[config.mk]
export PLATFORM = sky130hd
export DESIGN_NAME = scfb_crc_pipe
export DESIGN_NICKNAME = d
export VERILOG_FILES = /design/src/hdl/scfb_pkg.sv /design/src/hdl/scfb_crc_pipe.sv
export SDC_FILE = /design/constraint.sdc
export NUM_CORES = 1
export LEC_CHECK = 0
export BUFFER_PORTS_ARGS = -buffer_cell sky130_fd_sc_hd__buf_2
export CORE_ASPECT_RATIO = 1.5
export CORE_MARGIN = 5
export CORE_UTILIZATION = 45
export CTS_BUF_LIST = sky130_fd_sc_hd__clkbuf_4
export CTS_CLUSTER_DIAMETER = 50
export CTS_CLUSTER_SIZE = 14
export DETAILED_ROUTE_END_ITERATION = 12
export PLACE_DENSITY = 0.66
export SETUP_SLACK_MARGIN = 0.2
export SKIP_LAST_GASP = 1
export SLEW_MARGIN = 20
export SYNTH_ARGS = -nofsm -noshare
export SYNTH_HDL_FRONTEND = slang
export SYNTH_SLANG_ARGS = --single-unit
[constraint.sdc]
create_clock -name clk_i -period 2.14 [get_ports clk_i]
set_input_delay 0.107 -clock clk_i [delete_from_list [all_inputs] [get_ports clk_i]]
set_output_delay 0.107 -clock clk_i [all_outputs]
set_load 0.005 [all_outputs]
[src/hdl/scfb_pkg.sv]
// Shared types, constants and CRC helper for the speed command frame builder.
`timescale 1ns / 1ps

package scfb_pkg;

  // Field widths
  localparam int unsigned THROTTLE_W = 11;
  localparam int unsigned THR_MAG_W  = THROTTLE_W - 1;
  localparam int unsigned GEAR_W     = 2;
  localparam int unsigned SPEED_W    = 16;
  localparam int unsigned CTRL_W     = 3;
  localparam int unsigned ALIVE_W    = 8;
  localparam int unsigned CRC_W      = 8;

  // throttle magnitude times max speed always fits in 26 bits
  localparam int unsigned PROD_W       = THR_MAG_W + SPEED_W;
  // floor(p / 1000) == (p * ceil(2^36 / 1000)) >> 36 for every p below 2^26
  localparam int unsigned RECIP_W      = 27;
  localparam int unsigned RECIP_SHIFT  = 36;
  localparam logic [RECIP_W-1:0] RECIP = 27'd68719477;
  localparam int unsigned RECIP_PROD_W = PROD_W + RECIP_W;
  localparam int unsigned QUOT_W       = RECIP_PROD_W - RECIP_SHIFT;

  // Gear codes
  localparam logic [GEAR_W-1:0] GEAR_NEUTRAL = 2'd0;
  localparam logic [GEAR_W-1:0] GEAR_DRIVE   = 2'd1;
  localparam logic [GEAR_W-1:0] GEAR_REVERSE = 2'd2;

  // Control byte bits
  localparam logic [CTRL_W-1:0] CTRL_ENABLED = 3'b001;
  localparam logic [CTRL_W-1:0] CTRL_DRIVE   = 3'b010;
  localparam logic [CTRL_W-1:0] CTRL_REVERSE = 3'b100;

  // CRC8, MSB first, init zero
  localparam logic [CRC_W-1:0] CRC_POLY = 8'hAD;
  localparam logic [CRC_W-1:0] CRC_INIT = 8'h00;

  // Payload byte order on the wire, one CRC stage per byte
  localparam int unsigned CRC_STAGES = 6;
  localparam logic [2:0] BYTE_SPEED_LO  = 3'd0;
  localparam logic [2:0] BYTE_SPEED_HI  = 3'd1;
  localparam logic [2:0] BYTE_TORQUE_LO = 3'd2;
  localparam logic [2:0] BYTE_TORQUE_HI = 3'd3;
  localparam logic [2:0] BYTE_CONTROL   = 3'd4;
  localparam logic [2:0] BYTE_ALIVE     = 3'd5;

  typedef struct packed {
    logic signed [THROTTLE_W-1:0] throttle;
    logic [GEAR_W-1:0]            gear;
    logic                         enable;
  } in_item_t;

  typedef struct packed {
    logic [SPEED_W-1:0] speed_command;
    logic [CTRL_W-1:0]  control_flags;
    logic [ALIVE_W-1:0] alive_count;
    logic [CRC_W-1:0]   checksum;
  } out_item_t;

  // One byte of CRC8 update
  function automatic logic [CRC_W-1:0] crc8_byte(input logic [CRC_W-1:0] crc,
                                                input logic [7:0] data);
    logic [CRC_W-1:0] c;
    c = crc ^ data;
    for (int i = 0; i < 8; i++) begin
      if (c[CRC_W-1]) begin
        c = {c[CRC_W-2:0], 1'b0} ^ CRC_POLY;
      end else begin
        c = {c[CRC_W-2:0], 1'b0};
      end
    end
    return c;
  endfunction

endpackage

[src/hdl/scfb_crc_pipe.sv]
// CRC8 over the six payload bytes, one byte per pipeline stage.
`timescale 1ns / 1ps

module scfb_crc_pipe (
  input  logic                         clk_i,
  input  logic                         rst_ni,
  input  logic                         adv_i,
  input  logic                         valid_i,
  input  logic [scfb_pkg::SPEED_W-1:0] speed_i,
  input  logic [scfb_pkg::CTRL_W-1:0]  ctrl_i,
  input  logic [scfb_pkg::ALIVE_W-1:0] alive_i,
  output logic                         valid_o,
  output scfb_pkg::out_item_t          frame_o
);
  import scfb_pkg::*;

  out_item_t             stage_in [CRC_STAGES];
  out_item_t             stage_d  [CRC_STAGES];
  out_item_t             stage_q  [CRC_STAGES];
  logic [CRC_STAGES-1:0] valid_q;

  // Payload byte seen by a given stage; torque bytes are always zero
  function automatic logic [7:0] frame_byte(input out_item_t f, input logic [2:0] idx);
    logic [7:0] b;
    unique case (idx)
      BYTE_SPEED_LO:  b = f.speed_command[7:0];
      BYTE_SPEED_HI:  b = f.speed_command[15:8];
      BYTE_TORQUE_LO: b = 8'h00;
      BYTE_TORQUE_HI: b = 8'h00;
      BYTE_CONTROL:   b = {{(8-CTRL_W){1'b0}}, f.control_flags};
      BYTE_ALIVE:     b = f.alive_count;
      default:        b = 8'h00;
    endcase
    return b;
  endfunction

  // Chain the stages; first stage starts from the init value
  always_comb begin
    stage_in[0] = '{speed_command: speed_i, control_flags: ctrl_i,
                    alive_count: alive_i, checksum: CRC_INIT};
    for (int k = 1; k < CRC_STAGES; k++) begin
      stage_in[k] = stage_q[k-1];
    end
  end

  for (genvar g = 0; g < CRC_STAGES; g++) begin : g_stage
    always_comb begin
      stage_d[g]          = stage_in[g];
      stage_d[g].checksum = crc8_byte(stage_in[g].checksum,
                                      frame_byte(stage_in[g], 3'(g)));
    end

    always_ff @(posedge clk_i) begin
      if (adv_i) begin
        stage_q[g] <= stage_d[g];
      end
    end
  end

  // Stage valids
  always_ff @(posedge clk_i or negedge rst_ni) begin
    if (!rst_ni) begin
      valid_q <= '0;
    end else if (adv_i) begin
      valid_q <= {valid_q[CRC_STAGES-2:0], valid_i};
    end
  end

  assign valid_o = valid_q[CRC_STAGES-1];
  assign frame_o = stage_q[CRC_STAGES-1];

endmodule

==> flow_summary.ini <==
[yosys]
yosysSeqAreaShare = 0.856
synth.avg_cell_area_um2 = 22.8
ys_ff_latch = 216
syn-num-nets = 361
yosys_warnings = 0
yosys-top-cells-area = edfxtp_1 (84%), xnor2_1 (6.7%), xor2_1 (4.6%)
synth.distinct_cells = 10
yosysTopAreaCell = edfxtp_1
synth_top_area_frac = 0.836
syn_area_um2 = 7540
synthCells = 330

[place]
placedCellCount = 610
place_area_um2 = 8200
io_buffer_count = 66
place.gp.congestion = 0.801
hpwl_mm = 5.75

[sta]
setup_viol = 0
max_freq_ghz = 0.534
rsz0062_at_grt = no
min_period_over_period = 0.875
finClkSkew_ps = 29.7
finalSetupTns_ps = 0
slew_headroom = 0.694
maxSlewViolCount = 0
min_period_ps = 1870
tightest_slew_ps = 457
hold_viol = 0

[routing]
wl_mm = 9.17
drt-wirelength-per-cell_um = 13.8
dr_total_vias = 2971
drtIter0Drc = 113
ant_nets = 0
first_pass_iters = 4
viasPerCell = 4.47
drc = 0

[floorplan]
ios = 67
die_h_um = 169
rows = 58
die_w_um = 116
core-area_um2 = 16600
dieArea_um2 = 19500
initial_core_util = 0.454

[cts]
cts_tree = built
ctsHtreeMaxLevel = 1
clk_latency_ps = 580
root_buffer = clkbuf_4
clk_pin_slew_ps = 130
cts_buffers = 19
clock-sinks = 216
clock_path_buffers = 3

[cells_and_area]
layout_commonest_cell = edfxtp_1
area_growth_pct = 15.4
stdcell_area_um2 = 8700
layout_common_cells = edfxtp_1 (210), buf_2 (65), xnor2_1 (58)
drive_gt1_frac = 0.229
fin_util = 0.524
nNetsFinal = 484
fin_cells = 665

[global_route]
grt.total_usage = 0.0969
grt_pass1_wl_mm = 15.0
antenna_found_initial = 1
first_global_vias = 3118
gr-total-overflow = 0
grt_max_degree = 70

[power]
power_mw = 11.1
clkPwrFrac = 0.147
switching_power_mw = 2.99
swShare = 0.269
pwr-share-comb = 0.295
intPower_mw = 8.14
p_per_area_nw_per_um2 = 1280
seqPwrFrac = 0.558
leakage_nw = 3.07
vdd_drop_max_v = 0.000790

[run]
maxCapViolations = 0

[hold_path]
hold_path_class = primary input to flip-flop

[run_status]
status = complete, no violations

[critical_path]
end_kind = flip-flop
start_kind = flip-flop
required_ps = 2480
arrival_ps = 2210
worstSetupPathType = flip-flop to flip-flop
path_max_fanout = 3
Yosys cell counts:
library cell  count
inv_1             1
xnor2_2           5
mux2_2            6
xnor3_2           1
xnor3_1           2
edfxtp_1        210
xor2_1           40
clkbuf_1          1
dfrtp_1           6
xnor2_1          58
power by group through the flow:
| stage | registers [mW] | logic, mW | clock network, mW |
|---|---|---|---|
| 4_1_cts | 6.23 | 3.33 | 1.74 |
| 5_1_grt | 6.29 | 3.60 | 1.91 |
| 2_1_floorplan | 6.28 | 2.65 | 0 |
| 3_5_place_dp | 6.33 | 3.28 | 0 |
| 6_report | 6.21 | 3.28 | 1.64 |
| 3_3_place_gp | 6.30 | 3.18 | 0 |
path summary, 6_finish.rpt:
kind,end,slack [ps],start,cells after the start
worst max-delay path,stage_q[5][1],270,stage_q[4][9],4
worst min-delay path,stage_q[0][10],240,alive_i[2],2
worst max register to register,stage_q[5][1],270,stage_q[4][9],4
worst min register to register,stage_q[3][30],410,stage_q[2][30],0
max in group asynchronous,valid_q[3],1490,rst_ni,3
min in group asynchronous,valid_q[0],440,rst_ni,3
registers in the layout, indices dropped and copies added (netlist names):
register and cells:
stage_q 210, valid_q 6
per-layer routing:
layer	track usage	share of wire	vias up
met2	0.183	0.57	58
li1	-	-	1465
met5	0	0	-
met1	0.103	0.35	1431
met3	0.0182	0.050	17
met4	0.0414	0.025	0
stage by stage:
stage	hold WS (ps)	setup WS (ps)
3_5_place_dp	-67.0	264
6_report	235	267
5_1_grt	175	201
3_3_place_gp	-75.5	319
2_1_floorplan	-189	373
4_1_cts	176	258
layout make-up:
| class | count | area, um^2 |
|---|---|---|
| clock inverters | 3 | 37.5 |
| flip-flops and latches | 216 | 6460 |
| inverters | 1 | 3.75 |
| clock buffers | 19 | 143 |
| multi-input cells | 112 | 1080 |
| fillers | 1306 | 7920 |
| diodes | 1 | 2.50 |
| well taps | 210 | 263 |
| repair buffers | 103 | 719 |
worst max-delay path, cell delays in order, from the launching register on:
cell and delay [ps]:
edfxtp_1 430, xor2_1 340, xnor3_1 520, xor2_1 250, xor2_1 100
repair_timing:
item | in CTS | in global routing
hold buffers | 31 | 0
setup buffers | 0 | 1
endpoints found under the setup margin | 0 | 1
gates resized for setup | 0 | 0
endpoints found under the hold margin | 70 | 0
kinds of logic after synthesis:
kind of cell              synth area share
DFF                                  0.856
xor gates and xnor gates             0.134
muxes                              0.00896
buffers and inverters             0.000995
(Power assumes the default switching activity.)
