### config.mk
export PLATFORM = sky130hd
export DESIGN_NAME = scfb_speed
export DESIGN_NICKNAME = d
export VERILOG_FILES = /design/src/hdl/scfb_pkg.sv /design/src/hdl/scfb_speed.sv
export SDC_FILE = /design/constraint.sdc
export NUM_CORES = 1
export LEC_CHECK = 0
export BUFFER_PORTS_ARGS = -buffer_cell sky130_fd_sc_hd__buf_2
export CAP_MARGIN = 0
export CORE_AREA = 2 2 252 254
export DETAILED_ROUTE_END_ITERATION = 7
export DIE_AREA = 0 0 254 256
export GPL_TIMING_DRIVEN = 0
export PLACE_DENSITY = 0.58
export SLEW_MARGIN = 20
export SYNTH_ARGS = -nofsm -noshare
export SYNTH_HDL_FRONTEND = slang
export SYNTH_SLANG_ARGS = --single-unit
### constraint.sdc
create_clock -name clk_i -period 6.59 [get_ports clk_i]
set_input_delay 0.9885 -clock clk_i [delete_from_list [all_inputs] [get_ports clk_i]]
set_output_delay 0.9885 -clock clk_i [all_outputs]
set_load 0.05 [all_outputs]
### src/hdl/scfb_pkg.sv
// Shared types, constants and CRC helper for the speed command frame builder.
`timescale 1ns / 1ps

package scfb_pkg;

  // Field widths
  localparam int unsigned THROTTLE_W = 11;
  localparam int unsigned THR_MAG_W  = THROTTLE_W - 1;
  localparam int unsigned GEAR_W     = 2;
  localparam int unsigned SPEED_W    = 16;
  localparam int unsigned CTRL_W     = 3;
  localparam int unsigned ALIVE_W    = 8;
  localparam int unsigned CRC_W      = 8;

  // throttle magnitude times max speed always fits in 26 bits
  localparam int unsigned PROD_W       = THR_MAG_W + SPEED_W;
  // floor(p / 1000) == (p * ceil(2^36 / 1000)) >> 36 for every p below 2^26
  localparam int unsigned RECIP_W      = 27;
  localparam int unsigned RECIP_SHIFT  = 36;
  localparam logic [RECIP_W-1:0] RECIP = 27'd68719477;
  localparam int unsigned RECIP_PROD_W = PROD_W + RECIP_W;
  localparam int unsigned QUOT_W       = RECIP_PROD_W - RECIP_SHIFT;

  // Gear codes
  localparam logic [GEAR_W-1:0] GEAR_NEUTRAL = 2'd0;
  localparam logic [GEAR_W-1:0] GEAR_DRIVE   = 2'd1;
  localparam logic [GEAR_W-1:0] GEAR_REVERSE = 2'd2;

  // Control byte bits
  localparam logic [CTRL_W-1:0] CTRL_ENABLED = 3'b001;
  localparam logic [CTRL_W-1:0] CTRL_DRIVE   = 3'b010;
  localparam logic [CTRL_W-1:0] CTRL_REVERSE = 3'b100;

  // CRC8, MSB first, init zero
  localparam logic [CRC_W-1:0] CRC_POLY = 8'hAD;
  localparam logic [CRC_W-1:0] CRC_INIT = 8'h00;

  // Payload byte order on the wire, one CRC stage per byte
  localparam int unsigned CRC_STAGES = 6;
  localparam logic [2:0] BYTE_SPEED_LO  = 3'd0;
  localparam logic [2:0] BYTE_SPEED_HI  = 3'd1;
  localparam logic [2:0] BYTE_TORQUE_LO = 3'd2;
  localparam logic [2:0] BYTE_TORQUE_HI = 3'd3;
  localparam logic [2:0] BYTE_CONTROL   = 3'd4;
  localparam logic [2:0] BYTE_ALIVE     = 3'd5;

  typedef struct packed {
    logic signed [THROTTLE_W-1:0] throttle;
    logic [GEAR_W-1:0]            gear;
    logic                         enable;
  } in_item_t;

  typedef struct packed {
    logic [SPEED_W-1:0] speed_command;
    logic [CTRL_W-1:0]  control_flags;
    logic [ALIVE_W-1:0] alive_count;
    logic [CRC_W-1:0]   checksum;
  } out_item_t;

  // One byte of CRC8 update
  function automatic logic [CRC_W-1:0] crc8_byte(input logic [CRC_W-1:0] crc,
                                                input logic [7:0] data);
    logic [CRC_W-1:0] c;
    c = crc ^ data;
    for (int i = 0; i < 8; i++) begin
      if (c[CRC_W-1]) begin
        c = {c[CRC_W-2:0], 1'b0} ^ CRC_POLY;
      end else begin
        c = {c[CRC_W-2:0], 1'b0};
      end
    end
    return c;
  endfunction

endpackage

### src/hdl/scfb_speed.sv
// Speed command datapath: gated multiply, divide by 1000 via reciprocal, saturate.
`timescale 1ns / 1ps

module scfb_speed (
  input  logic                         clk_i,
  input  logic                         rst_ni,
  input  logic                         adv_i,
  input  logic                         valid_i,
  input  scfb_pkg::in_item_t           item_i,
  input  logic [scfb_pkg::ALIVE_W-1:0] alive_i,
  input  logic [scfb_pkg::SPEED_W-1:0] max_speed_i,
  output logic                         valid_o,
  output logic [scfb_pkg::SPEED_W-1:0] speed_o,
  output logic [scfb_pkg::CTRL_W-1:0]  ctrl_o,
  output logic [scfb_pkg::ALIVE_W-1:0] alive_o
);
  import scfb_pkg::*;

  logic                    active;
  logic [THR_MAG_W-1:0]    thr_mag;
  logic [PROD_W-1:0]       prod_d, prod_q;
  logic [CTRL_W-1:0]       ctrl_d, ctrl2_q, ctrl3_q, ctrl4_q;
  logic [ALIVE_W-1:0]      alive2_q, alive3_q, alive4_q;
  logic [RECIP_PROD_W-1:0] recip_prod;
  logic [QUOT_W-1:0]       quot_d, quot_q;
  logic [SPEED_W-1:0]      speed_d, speed_q;
  logic [2:0]              valid_q;

  // Stage 1: speed only when enabled, in gear and throttle strictly positive
  assign thr_mag = item_i.throttle[THR_MAG_W-1:0];
  assign active  = item_i.enable && (item_i.gear != GEAR_NEUTRAL) &&
                   !item_i.throttle[THROTTLE_W-1] && (item_i.throttle != '0);

  always_comb begin
    prod_d = '0;
    if (active) begin
      prod_d = {{(PROD_W-THR_MAG_W){1'b0}}, thr_mag} *
               {{(PROD_W-SPEED_W){1'b0}}, max_speed_i};
    end
  end

  // Control byte: gear code 3 reports neither drive nor reverse
  always_comb begin
    unique case (item_i.gear)
      GEAR_DRIVE:   ctrl_d = CTRL_ENABLED | CTRL_DRIVE;
      GEAR_REVERSE: ctrl_d = CTRL_ENABLED | CTRL_REVERSE;
      default:      ctrl_d = CTRL_ENABLED;
    endcase
  end

  // Stage 2: quotient by reciprocal multiply, exact for the product range
  assign recip_prod = {{RECIP_W{1'b0}}, prod_q} * {{PROD_W{1'b0}}, RECIP};
  assign quot_d     = recip_prod[RECIP_PROD_W-1 -: QUOT_W];

  // Stage 3: clamp to 16 bits
  assign speed_d = quot_q[QUOT_W-1] ? '1 : quot_q[SPEED_W-1:0];

  // Payload registers
  always_ff @(posedge clk_i) begin
    if (adv_i) begin
      prod_q   <= prod_d;
      ctrl2_q  <= ctrl_d;
      alive2_q <= alive_i;
      quot_q   <= quot_d;
      ctrl3_q  <= ctrl2_q;
      alive3_q <= alive2_q;
      speed_q  <= speed_d;
      ctrl4_q  <= ctrl3_q;
      alive4_q <= alive3_q;
    end
  end

  // Stage valids
  always_ff @(posedge clk_i or negedge rst_ni) begin
    if (!rst_ni) begin
      valid_q <= '0;
    end else if (adv_i) begin
      valid_q <= {valid_q[1:0], valid_i};
    end
  end

  assign valid_o = valid_q[2];
  assign speed_o = speed_q;
  assign ctrl_o  = ctrl4_q;
  assign alive_o = alive4_q;

endmodule

==> flow_metrics.py <==
metrics = {
    "outcome": {
        "status": "finished with violations",
        "violations": "setup timing",
    },
    "detailed_routing": {
        "dr.pass1.iters": 4,
        "drt-vias-per-instance": 4.440,
        "vias": 12460,
        "drcViolationCount": 0,
        "wl_mm": 42.34,
        "wl_per_cell_um": 15.09,
        "drtAntennaViolNets": 0,
        "drt_iter0_markers": 481,
    },
    "timing": {
        "finalCritPeriodShare_pct": 100.6,
        "rsz0062_at_grt": "true",
        "drv_slew": 0,
        "fin_ws_ns": -0.03646,
        "fmax_mhz": 150.9,
        "worstMarginPinSlew_ns": 0.9076,
        "fin_setup_tns_ns": -0.03646,
        "post-route-min-period_ns": 6.626,
        "setup_viol": 1,
        "finalHoldViolCount": 0,
        "max-slew-margin-rel_pct": 39.49,
        "final.setup_skew_ns": 0.01492,
    },
    "critical_path": {
        "crit_path_start_kind": "flip-flop",
        "cp_top_family": "adder cells",
        "crit_path_end_kind": "flip-flop",
        "r2r_cells": 21,
        "arrival_ns": 6.73,
        "cp_slowest_cell": "fa_1",
        "crit_cells": 21,
        "cp_cell_sequence": "buf_4 -> ha_4 -> fa_1 -> fa_1 -> fa_1 -> fa_1 -> inv_1 -> fa_1 -> inv_1 -> fa_1 -> inv_1 -> ha_4 -> and4_4 -> nand2_4 -> or3_1 -> o31a_1 -> a211oi_2 -> o21a_2 -> o211ai_4 -> o31ai_2 -> xor2_1",
        "max_stage_delay_ns": 0.56,
        "critPathMaxFanout": 5,
        "crit_type": "reg -> reg",
        "critPathRequiredTime_ns": 6.70,
        "cp_common_cell": "fa_1",
        "crit_buf_inv": 4,
    },
    "placed_design": {
        "hpwl_mm": 35.37,
        "gp_congestion": 0.8658,
        "io_buffers": 46,
        "placed_cells_incl_taps": 2713,
    },
    "synth": {
        "synthArstFlopShare_pct": 3.261,
        "synth-seq-cells": 92,
        "yosys_most_used_dff": "edfxtp_1",
        "yosysWarnings": 0,
        "synth-edff-count": 89,
        "yosys.area.top_type_share_pct": 34.91,
        "syn_area_per_cell_um2": 10.15,
        "syn_nets": 2513,
        "synth.top_cells.by_count": "inv_1, ha_1, fa_1, nand2_1, edfxtp_1",
        "synth_area_um2": 18470,
        "synth-seq-area-share_pct": 14.88,
        "yosysTopAreaCell": "fa_1",
        "synthCells": 1820,
        "ys_top_cells_by_area": "fa_1, ha_1, edfxtp_1, inv_1, nand2_1",
        "yosysMostFrequentCell": "inv_1",
        "ys_types": 65,
    },
    "floorplan": {
        "die_x_um": 254,
        "die_area_um2": 65020,
        "start_util_pct": 29.60,
        "io_pins": 70,
        "num_rows": 92,
        "die_h_um": 256,
        "core_area_um2": 62390,
    },
    "final_layout": {
        "drive_gt1_share_pct": 12.30,
        "num-nets-final": 2647,
        "areaGrowthSynthToFinish_pct": 14.11,
        "finalNonFillerCells": 2805,
        "diodes": 0,
    },
    "clocking": {
        "cts_tree": "built",
        "cts_buffer_depth": 2,
        "clk_latency_ns": 0.37,
        "clkTransAtPathRegs_ns": 0.07,
        "cts.sinks": 92,
        "cts_root_buffer": "clkbuf_16",
        "cts_made_buffers": 9,
        "cts_max_level": 3,
    },
    "run": {
        "cap_violations": 0,
    },
    "grt": {
        "grt_pass1_vias": 13230,
        "grt-ovfl-total": 0,
        "track_usage_pct": 13.16,
        "grt_max_degree": 81,
        "grt_pass1_wl_mm": 68.25,
        "antenna_found_initial": 0,
    },
    "hold_path": {
        "hold_path_class": "in -> async",
    },
}
timing repair:
action / CTS / global route
gates cloned: 0 / 0
gates resized for setup: 30 / 57
setup endpoints to repair: 18 / 18
hold buffers: 0 / 0
pin swaps: 8 / 16
setup buffers: 50 / 27
cell usage in the layout (no fill, tap or decap), types with 4 or more instances in the layout:
master | Yosys | layout
xnor2_1 | 19 | 19
buf_6 | 0 | 7
a21oi_1 | 62 | 57
ha_4 | 0 | 17
ha_2 | 0 | 4
clkbuf_1 | 36 | 27
o21ai_0 | 25 | 23
a21o_1 | 27 | 27
nor4_1 | 6 | 5
nand4_1 | 10 | 10
a21oi_2 | 0 | 5
clkbuf_2 | 1 | 7
inv_2 | 0 | 8
nor2_1 | 47 | 46
inv_1 | 494 | 484
and2_1 | 69 | 69
xor2_1 | 18 | 18
clkbuf_16 | 0 | 9
buf_2 | 0 | 46
and3_1 | 4 | 4
fa_1 | 322 | 317
o21bai_1 | 14 | 14
o211ai_1 | 4 | 4
buf_4 | 1 | 72
nor2b_1 | 8 | 8
nor3_1 | 9 | 9
ha_1 | 329 | 308
or2_2 | 18 | 18
nand2b_1 | 5 | 5
a211oi_1 | 4 | 4
nand2_1 | 125 | 121
edfxtp_1 | 89 | 89
nand3_1 | 12 | 12
fa_2 | 0 | 5
worst reg2reg max path, cell delays in order, from the launching register on:
cell and delay [ns]:
edfxtp_1 0.53, buf_4 0.21, ha_4 0.27, fa_1 0.43, fa_1 0.53, fa_1 0.45, fa_1 0.56, inv_1 0.06
fa_1 0.47, inv_1 0.05, fa_1 0.48, inv_1 0.07, ha_4 0.29, and4_4 0.24, nand2_4 0.07, or3_1 0.39
o31a_1 0.31, a211oi_2 0.28, o21a_2 0.20, o211ai_4 0.12, o31ai_2 0.24, xor2_1 0.11
state kept, by name (all words and copies together), names as in the netlist:
register	count
alive3_q	8
alive2_q	8
alive_o	8
speed_o	16
valid_q	3
ctrl2_q	2
ctrl3_q	2
prod_q	26
quot_q	17
ctrl_o	2
routing by layer:
layer	global-route usage, %	vias to the layer above	part of all wire (%)
met2	22.63	221	48
met5	0	-	0
met3	1.485	39	3.5
li1	-	5935	-
met4	2.451	0	1.3
met1	17.89	6260	47
worst paths after layout:
kind                             start          to  slack [ns]
max in group asynchronous       rst_ni  valid_q[2]        6.08
min reg2reg                alive3_q[7]  alive_o[7]        0.42
max                         prod_q[10]  quot_q[12]       -0.04
min in group clk_i         alive3_q[7]  alive_o[7]        0.42
min                             rst_ni  valid_q[1]        0.40
max reg2reg                 prod_q[10]  quot_q[12]       -0.04
through the flow:
| stage | worst slack (ns) | hold WS, ns | utilization [%] | area [µm²] |
|---|---|---|---|---|
| after CTS | -0.0008011 | 0.3823 | 33.11 | 20660 |
| after floorplan | 0.2145 | 0.4003 | - | 18470 |
| after detailed placement | -0.7229 | 0.4045 | 31.72 | 19790 |
| after global routing | -0.2261 | 0.3799 | 33.77 | 21070 |
| after global placement | -0.7085 | 0.4006 | 31.66 | 19750 |
| final | -0.03646 | 0.4023 | 33.77 | 21070 |
layout make-up:
type / instances / area (µm²)
fillers: 6401 / 41320
multi-input cells: 1194 / 14060
flip-flops and latches: 92 / 2748
inverters: 494 / 1861
well taps: 846 / 1059
repair buffers: 124 / 864.6
clock buffers: 9 / 225.2
plain buffers: 39 / 167.7
clock inverters: 7 / 91.34
logic make-up after synthesis:
group | share of synthesized area [%]
AO/OA/AOI/OAI | 6.173
XOR/XNOR | 1.755
multiplexers | 0.1829
adder cells (fa/ha/maj) | 57.20
flip-flops | 14.88
other | 0.02031
buffers and inverters | 10.92
AND/OR/NAND/NOR | 8.863
Power is left out: the tool's default activity adds up to more than one toggle a clock period on the data nets, which glitch-free logic cannot reach.
